==> config.mk <==
export PLATFORM = sky130hd
export DESIGN_NAME = delimited_frame_extractor
export DESIGN_NICKNAME = d
export VERILOG_FILES = /design/src/rtl/core/dfe_pkg.sv /design/src/rtl/core/dfe_cell.sv /design/src/rtl/core/delimited_frame_extractor.sv
export SDC_FILE = /design/constraint.sdc
export NUM_CORES = 1
export LEC_CHECK = 0
export ABC_AREA = 0
export ABC_CLOCK_PERIOD_IN_PS = 6050
export BUFFER_PORTS_ARGS = -buffer_cell sky130_fd_sc_hd__buf_4
export CORE_UTILIZATION = 40
export DETAILED_ROUTE_END_ITERATION = 12
export PLACE_DENSITY = 0.53
export SYNTH_ARGS = -nofsm -noshare
export SYNTH_HDL_FRONTEND = slang
export SYNTH_SLANG_ARGS = --single-unit
==> constraint.sdc <==
create_clock -name i_clk -period 6.05 [get_ports i_clk]
set_input_delay 0.3025 -clock i_clk [delete_from_list [all_inputs] [get_ports i_clk]]
set_output_delay 0.3025 -clock i_clk [all_outputs]
set_load 0.01 [all_outputs]
==> src/rtl/core/dfe_pkg.sv <==
// dfe_pkg: shared types, sizes and helper functions for the delimited frame extractor
// used by dfe_cell and delimited_frame_extractor; no dependencies
package dfe_pkg;

    localparam int MAX_DELIM_LEN = 4;
    localparam int LEN_W         = $clog2(MAX_DELIM_LEN + 1);
    localparam int CNT_W         = $clog2(MAX_DELIM_LEN + 2);
    localparam int PAT_BYTES     = 4;

    typedef logic [7:0]        t_byte;
    typedef logic [LEN_W-1:0]  t_len;
    typedef logic [CNT_W-1:0]  t_cnt;

    typedef enum logic [1:0] {
        REG_START_PATTERN = 2'd0,
        REG_START_LENGTH  = 2'd1,
        REG_END_PATTERN   = 2'd2,
        REG_END_LENGTH    = 2'd3
    } t_reg_idx;

    // compare results of one window cell
    typedef struct packed {
        logic start_hit;
        logic stop_hit;
    } t_hit;

    // zero acts as one, anything above the maximum is clamped
    function automatic t_len eff_len(input logic [2:0] len);
        t_len r;
        if (len == 3'd0) begin
            r = t_len'(1);
        end else if (int'(len) > MAX_DELIM_LEN) begin
            r = t_len'(MAX_DELIM_LEN);
        end else begin
            r = t_len'(len);
        end
        return r;
    endfunction

    // pattern byte expected at a given age (0 = newest) for a delimiter of len bytes
    function automatic t_byte align_byte(input logic [31:0] pat, input t_len len,
                                         input int age);
        int k;
        t_byte r;
        k = int'(len) - 1 - age;
        if (k < 0 || k >= PAT_BYTES) begin
            r = 8'd0;
        end else begin
            r = pat[8*k +: 8];
        end
        return r;
    endfunction

endpackage

==> src/rtl/core/dfe_cell.sv <==
// dfe_cell: one byte stage of the delimiter window, compares the byte it is about to take
// depends on dfe_pkg
module dfe_cell (
    input  logic            i_clk,
    input  logic            i_shift,
    input  dfe_pkg::t_byte  i_din,
    input  dfe_pkg::t_byte  i_start_pat,
    input  dfe_pkg::t_byte  i_stop_pat,
    output dfe_pkg::t_byte  o_q,
    output dfe_pkg::t_hit   o_hit
);

    dfe_pkg::t_byte r_q;

    always_ff @(posedge i_clk) begin
        if (i_shift) begin
            r_q <= i_din;
        end
    end

    // hits describe the window as it stands after this shift
    assign o_hit.start_hit = (i_din == i_start_pat);
    assign o_hit.stop_hit  = (i_din == i_stop_pat);
    assign o_q             = r_q;

endmodule

==> src/rtl/core/delimited_frame_extractor.sv <==
// delimited_frame_extractor: finds start delimiter, forwards payload up to end delimiter
// a result is registered to the master side in the cycle after the byte transfer releasing it
// throughput: one byte per cycle unless the output stalls, with a combinational chain compare
// reset: synchronous active low, clears to hunting with empty window and default registers
// depends on dfe_pkg and dfe_cell
module delimited_frame_extractor (
    input  logic        i_clk,
    input  logic        i_rst_n,
    // config write channel
    input  logic        i_cfg_valid,
    output logic        o_cfg_ready,
    input  logic [1:0]  i_cfg_index,
    input  logic [31:0] i_cfg_data,
    // slave side
    input  logic        i_s_axis_tvalid,
    output logic        o_s_axis_tready,
    input  logic [7:0]  i_s_axis_tdata,   // [7:0] rx_byte
    // master side
    output logic        o_m_axis_tvalid,
    input  logic        i_m_axis_tready,
    output logic [7:0]  o_m_axis_tdata,   // [7:0] payload_byte
    output logic        o_m_axis_tlast,   // frame_last
    output logic [0:0]  o_m_axis_tuser    // [0] frame_empty
);

    localparam int N = dfe_pkg::MAX_DELIM_LEN;

    logic [31:0]    r_start_pat;
    logic [2:0]     r_start_len;
    logic [31:0]    r_stop_pat;
    logic [2:0]     r_stop_len;
    logic           r_in_payload;
    dfe_pkg::t_cnt  r_cnt;
    logic           r_out_valid;
    dfe_pkg::t_byte r_out_byte;
    logic           r_out_last;
    logic           r_out_empty;

    logic           n_in_payload;
    dfe_pkg::t_cnt  n_cnt;
    logic           n_load;
    dfe_pkg::t_byte n_out_byte;
    logic           n_out_last;
    logic           n_out_empty;

    logic           in_fire;
    logic           cfg_fire;
    dfe_pkg::t_len  sl;
    dfe_pkg::t_len  el;
    dfe_pkg::t_cnt  cnt_after;
    logic           start_match;
    logic           stop_match;
    dfe_pkg::t_byte rel_byte;

    dfe_pkg::t_byte cell_din [N];
    dfe_pkg::t_byte cell_q   [N];
    dfe_pkg::t_hit  cell_hit [N];

    assign o_cfg_ready     = 1'b1;
    assign cfg_fire        = i_cfg_valid;
    assign o_s_axis_tready = !r_out_valid || i_m_axis_tready;
    assign in_fire         = i_s_axis_tvalid && o_s_axis_tready;

    assign sl = dfe_pkg::eff_len(r_start_len);
    assign el = dfe_pkg::eff_len(r_stop_len);

    // window chain, cell k holds the byte of age k
    for (genvar k = 0; k < N; k++) begin : g_cell
        if (k == 0) begin : g_head
            assign cell_din[k] = i_s_axis_tdata;
        end else begin : g_link
            assign cell_din[k] = cell_q[k-1];
        end
        dfe_cell u_cell (
            .i_clk       (i_clk),
            .i_shift     (in_fire),
            .i_din       (cell_din[k]),
            .i_start_pat (dfe_pkg::align_byte(r_start_pat, sl, k)),
            .i_stop_pat  (dfe_pkg::align_byte(r_stop_pat, el, k)),
            .o_q         (cell_q[k]),
            .o_hit       (cell_hit[k])
        );
    end

    assign cnt_after = (int'(r_cnt) >= N + 1) ? r_cnt : r_cnt + dfe_pkg::t_cnt'(1);

    always_comb begin
        start_match = (cnt_after >= dfe_pkg::t_cnt'(sl));
        stop_match  = (cnt_after >= dfe_pkg::t_cnt'(el));
        rel_byte    = 8'd0;
        for (int k = 0; k < N; k++) begin
            if (k < int'(sl) && !cell_hit[k].start_hit) begin
                start_match = 1'b0;
            end
            if (k < int'(el) && !cell_hit[k].stop_hit) begin
                stop_match = 1'b0;
            end
            // byte of age el after the shift sits in cell el-1 now
            if (k == int'(el) - 1) begin
                rel_byte = cell_q[k];
            end
        end
    end

    always_comb begin
        n_in_payload = r_in_payload;
        n_cnt        = r_cnt;
        n_load       = 1'b0;
        n_out_byte   = rel_byte;
        n_out_last   = 1'b0;
        n_out_empty  = 1'b0;
        if (cfg_fire) begin
            n_in_payload = 1'b0;
            n_cnt        = '0;
        end else if (in_fire) begin
            if (!r_in_payload) begin
                if (start_match) begin
                    n_in_payload = 1'b1;
                    n_cnt        = '0;
                end else begin
                    n_cnt = cnt_after;
                end
            end else if (stop_match) begin
                n_load       = 1'b1;
                n_out_last   = 1'b1;
                n_in_payload = 1'b0;
                n_cnt        = '0;
                if (cnt_after <= dfe_pkg::t_cnt'(el)) begin
                    n_out_empty = 1'b1;
                    n_out_byte  = 8'd0;
                end
            end else if (cnt_after > dfe_pkg::t_cnt'(el)) begin
                // oldest byte can no longer be part of the end delimiter
                n_load = 1'b1;
                n_cnt  = dfe_pkg::t_cnt'(el);
            end else begin
                n_cnt = cnt_after;
            end
        end
    end

    always_ff @(posedge i_clk) begin
        if (!i_rst_n) begin
            r_start_pat  <= '0;
            r_start_len  <= 3'd1;
            r_stop_pat   <= '0;
            r_stop_len   <= 3'd1;
            r_in_payload <= 1'b0;
            r_cnt        <= '0;
            r_out_valid  <= 1'b0;
        end else begin
            if (cfg_fire) begin
                case (dfe_pkg::t_reg_idx'(i_cfg_index))
                    dfe_pkg::REG_START_PATTERN: r_start_pat <= i_cfg_data;
                    dfe_pkg::REG_START_LENGTH:  r_start_len <= i_cfg_data[2:0];
                    dfe_pkg::REG_END_PATTERN:   r_stop_pat  <= i_cfg_data;
                    dfe_pkg::REG_END_LENGTH:    r_stop_len  <= i_cfg_data[2:0];
                    default: ;
                endcase
            end
            r_in_payload <= n_in_payload;
            r_cnt        <= n_cnt;
            if (n_load) begin
                r_out_valid <= 1'b1;
            end else if (i_m_axis_tready) begin
                r_out_valid <= 1'b0;
            end
        end
    end

    always_ff @(posedge i_clk) begin
        if (n_load) begin
            r_out_byte  <= n_out_byte;
            r_out_last  <= n_out_last;
            r_out_empty <= n_out_empty;
        end
    end

    assign o_m_axis_tvalid   = r_out_valid;
    assign o_m_axis_tdata    = r_out_byte;
    assign o_m_axis_tlast    = r_out_last;
    assign o_m_axis_tuser[0] = r_out_empty;

    // a pending result that is not taken must hold off new bytes
    a_no_overrun: assert property (@(posedge i_clk) disable iff (!i_rst_n)
        (o_m_axis_tvalid && !i_m_axis_tready) |-> !o_s_axis_tready)
        else $error("input taken while result stalled");

    a_cnt_range: assert property (@(posedge i_clk) disable iff (!i_rst_n)
        int'(r_cnt) <= N + 1)
        else $error("window count out of range");

    a_empty_is_last: assert property (@(posedge i_clk) disable iff (!i_rst_n)
        (o_m_axis_tvalid && o_m_axis_tuser[0]) |-> (o_m_axis_tlast && o_m_axis_tdata == 8'd0))
        else $error("empty frame result malformed");

    a_cfg_drops_frame: assert property (@(posedge i_clk) disable iff (!i_rst_n)
        cfg_fire |=> (!r_in_payload && r_cnt == '0))
        else $error("config write did not return to hunting");

    a_hunt_silent: assert property (@(posedge i_clk) disable iff (!i_rst_n)
        (in_fire && !r_in_payload) |-> !n_load)
        else $error("result produced while hunting");

endmodule

==> run_results.csv <==
group,metric,value,unit
synth,synth_seq_area_share,0.374,
clock_tree,cts_tree,"yes",
final_layout,syn_to_final_growth,15.3,%
power,p_clk_frac,0.484,
placed_design,gp_congestion,0.966,
drt,first_pass_iters,8,
setup_path,critPathCaptureType,"register",
final_layout,antennaDiodeCount,0,
setup_path,cp.depth,12,
die,dieArea,19000,um^2
global_route,gr-usage-all-layers,0.274,
timing,setup_viol,0,
synth,synth-seq-cells,117,
power,switching_power,0.000598,W
drt,drt.antenna.violating_nets,0,
setup_path,worst_path_max_delay_cell,"nor2b_1",
setup_path,crit_required,6200,ps
final_layout,layout.nets,915,
synth,async_flop_share,0,
die,io_pins,60,
synth,synthCells,835,
synth,yosys-top-cells-area,"dfxtp_1, edfxtp_1, nand2_1, a21boi_0, mux4_2",
clock_tree,cts_sinks,117,
drt,avgViaCountPerCell,6.01,
worst_hold_path,min_path_type,"in -> reg",
setup_path,critPathKind,"reg -> reg",
die,core-area,18000,um^2
setup_path,worstPathMaxFanout,15,
synth,ys.flop_type,"dfxtp_1",
job,cap_viol_max_count,0,
clock_tree,root_buffer,"clkbuf_16",
global_route,grt_pass1_wl,37.1,mm
timing,tightest_slew,1250,ps
setup_path,cp.arrival,4790,ps
global_route,overflow,0,
power,p_seq_frac,0.405,
status,status,"finished clean",
setup_path,rr_worst_depth,12,
power,p_int,0.00168,W
power,p_leak,3.11,nW
die,rows,49,
power,pwr-share-comb,0.112,
clock_tree,hold_buffers,0,
drt,wl,25.0,mm
setup_path,cp_num_buf_inv,2,
clock_tree,cts.clk_slew.worst_paths,60,ps
timing,min_period_over_period,0.766,
synth,synth_top_area_frac,0.203,
synth,yosysUniqueCellTypes,69,
global_route,grt_max_degree,73,
placed_design,io_buffers,58,
timing,hold_ws,75.8,ps
clock_tree,clock_latency,420,ps
timing,finClkSkew,12.1,ps
final_layout,final-seq-area,2760,um^2
clock_tree,h-tree-depth,4,
timing,max_freq,216,MHz
timing,period_minus_slack,4640,ps
final_layout,multi_input_area,4240,um^2
setup_path,crit_family,"simple AND/OR/NAND/NOR gates",
drt,drtIter0Drc,583,
timing,finalHoldViolCount,0,
worst_hold_path,whs_path_depth,1,
clock_tree,ctsResizeCount,0,
final_layout,drive_gt1_frac,0.146,
drt,route.vias.total,6583,
final_layout,nFillCells,1782,
power,p_sw_frac,0.262,
die,die_height,138,um
timing,tns,0,ps
synth,synth.avg_cell_area,8.86,um^2
clock_tree,cts_buffer_depth,2,
synth,syn_area,7400,um^2
synth,synthTopCellsByCount,"nand2_1, dfxtp_1, a21boi_0, clkbuf_1, nor2_1",
setup_path,path_cells,"nor2b_1 -> nor2_8 -> inv_4 -> ha_1 -> inv_2 -> mux4_2 -> xnor2_1 -> nor4_1 -> and3_1 -> nand4_2 -> nor4_4 -> nor2_1",
placed_design,place_hpwl,18.7,mm
setup_path,critPathLaunchType,"register",
global_route,grt_pass1_vias,6239,
timing,rsz0062_at_grt,"no",
synth,synth.most_common_cell,"nand2_1",
die,die_width,138,um
synth,synthesis.nets,896,
power,vdd_drop_max,185,uV
synth,yosysWarnings,1,
timing,slew_viol_final,0,
power,p_per_area,267,nW/um^2
clock_tree,cts_buffers,17,
synth,synth_top_area_cell,"dfxtp_1",
timing,relSlewSlack,0.162,
global_route,antenna_found_initial,0,
synth,synth_edf_count,42,
die,start_util,0.410,
drt,drc,0,
drt,wl_per_cell,22.8,um
clock_tree,cts_setup_buffers,0,
setup_path,slowest_delay,770,ps
[cells by family after synthesis]
family                     Yosys count  synth area share
other                                1          0.000507
buffers and inverters               95            0.0541
muxes                               56             0.108
DFF                                117             0.374
xor gates and xnor gates            37            0.0438
and+or+nand+nor                    306             0.197
AOI/OAI and AO/OA                  209             0.199
adders and majority gates           14            0.0237
[layer usage]
metal / GRT usage / vias up / part of all wire
met5: 0 / - / 0
met4: 0.121 / 0 / 0.037
met3: 0.0376 / 61 / 0.058
met2: 0.449 / 283 / 0.47
met1: 0.357 / 3181 / 0.44
li1: - / 3058 / -
[registers in the layout, summed over array words and instances, names as in the netlist]
signal	flops
r_in_payload	1
o_m_axis_tvalid	1
o_m_axis_tuser	1
r_stop_len	3
r_start_len	3
r_start_pat	32
r_cnt	3
o_m_axis_tlast	1
g_cell.u_cell.o_q	32
r_stop_pat	32
o_m_axis_tdata	8
[stage by stage]
stage	util	setup WS, ps	instance area, um^2	std cells	power, W
2_1_floorplan	-	1780	7400	835	0.00108
3_3_place_gp	0.437	1610	7880	1064	0.00119
3_5_place_dp	0.437	1440	7880	1064	0.00119
4_1_cts	0.473	1420	8530	1096	0.00229
5_1_grt	0.473	1050	8530	1096	0.00236
6_report	0.473	1410	8530	1096	0.00228
[worst register-to-register path: stages (launching register included)]
cell and delay (ps):
dfxtp_1 520, nor2b_1 770, nor2_8 120, inv_4 210
ha_1 430, inv_2 290, mux4_2 570, xnor2_1 140
nor4_1 230, and3_1 200, nand4_2 230, nor4_4 550
nor2_1 110
[layout make-up]
| cell class | instances | area share |
|---|---|---|
| clock inverters | 13 | 0.0226 |
| inverters | 33 | 0.0148 |
| clock buffers | 19 | 0.0533 |
| multi-input cells | 623 | 0.497 |
| well taps | 229 | 0.0336 |
| flip-flops and latches | 117 | 0.324 |
| repair buffers | 62 | 0.0546 |
[worst paths after layout]
path | end | slack, ps | from
setup / recovery | o_m_axis_tdata[0] | 1410 | r_stop_len[0]
hold / removal | g_cell[0].u_cell.o_q[3] | 80 | i_s_axis_tdata[3]
hold reg to reg | r_start_pat[31] | 500 | r_start_pat[31]
setup reg to reg | o_m_axis_tdata[0] | 1410 | r_stop_len[0]
[power groups by stage]
| stage | Combinational (W) | Clock, W | Sequential [W] |
|---|---|---|---|
| detailed placement | 0.000252 | 0 | 0.000937 |
| CTS | 0.000253 | 0.00112 | 0.000921 |
| global placement | 0.000248 | 0 | 0.000937 |
| floorplan | 0.000192 | 0 | 0.000887 |
| finish | 0.000254 | 0.00110 | 0.000923 |
| global route | 0.000280 | 0.00115 | 0.000926 |
[cell usage in the layout, fill, tap and decap left out, types with 5 or more instances in the layout]
cell       netlist  routed
a211oi_1        10      10
a21boi_0        65      65
a21oi_1         25      25
a22oi_1          9       9
a31oi_1          8       8
buf_4            1      62
clkbuf_16        0      18
clkinv_4         0       5
dfxtp_1         75      75
edfxtp_1        42      42
ha_1            14      14
inv_1           30      30
mux2i_1         34      34
mux4_2          19      19
nand2_1        160     160
nand2b_1         7       7
nand3_1         11      11
nand3b_1        10      10
nand4_1          9       9
nor2_1          47      47
nor2b_1         14      14
nor3_1          15      15
nor4_1           7       7
o211ai_1         5       5
o21ai_0         29      29
o22ai_1         13      13
xnor2_1         26      26
xor2_1          11      11
Power figures use the tool's default switching activity.
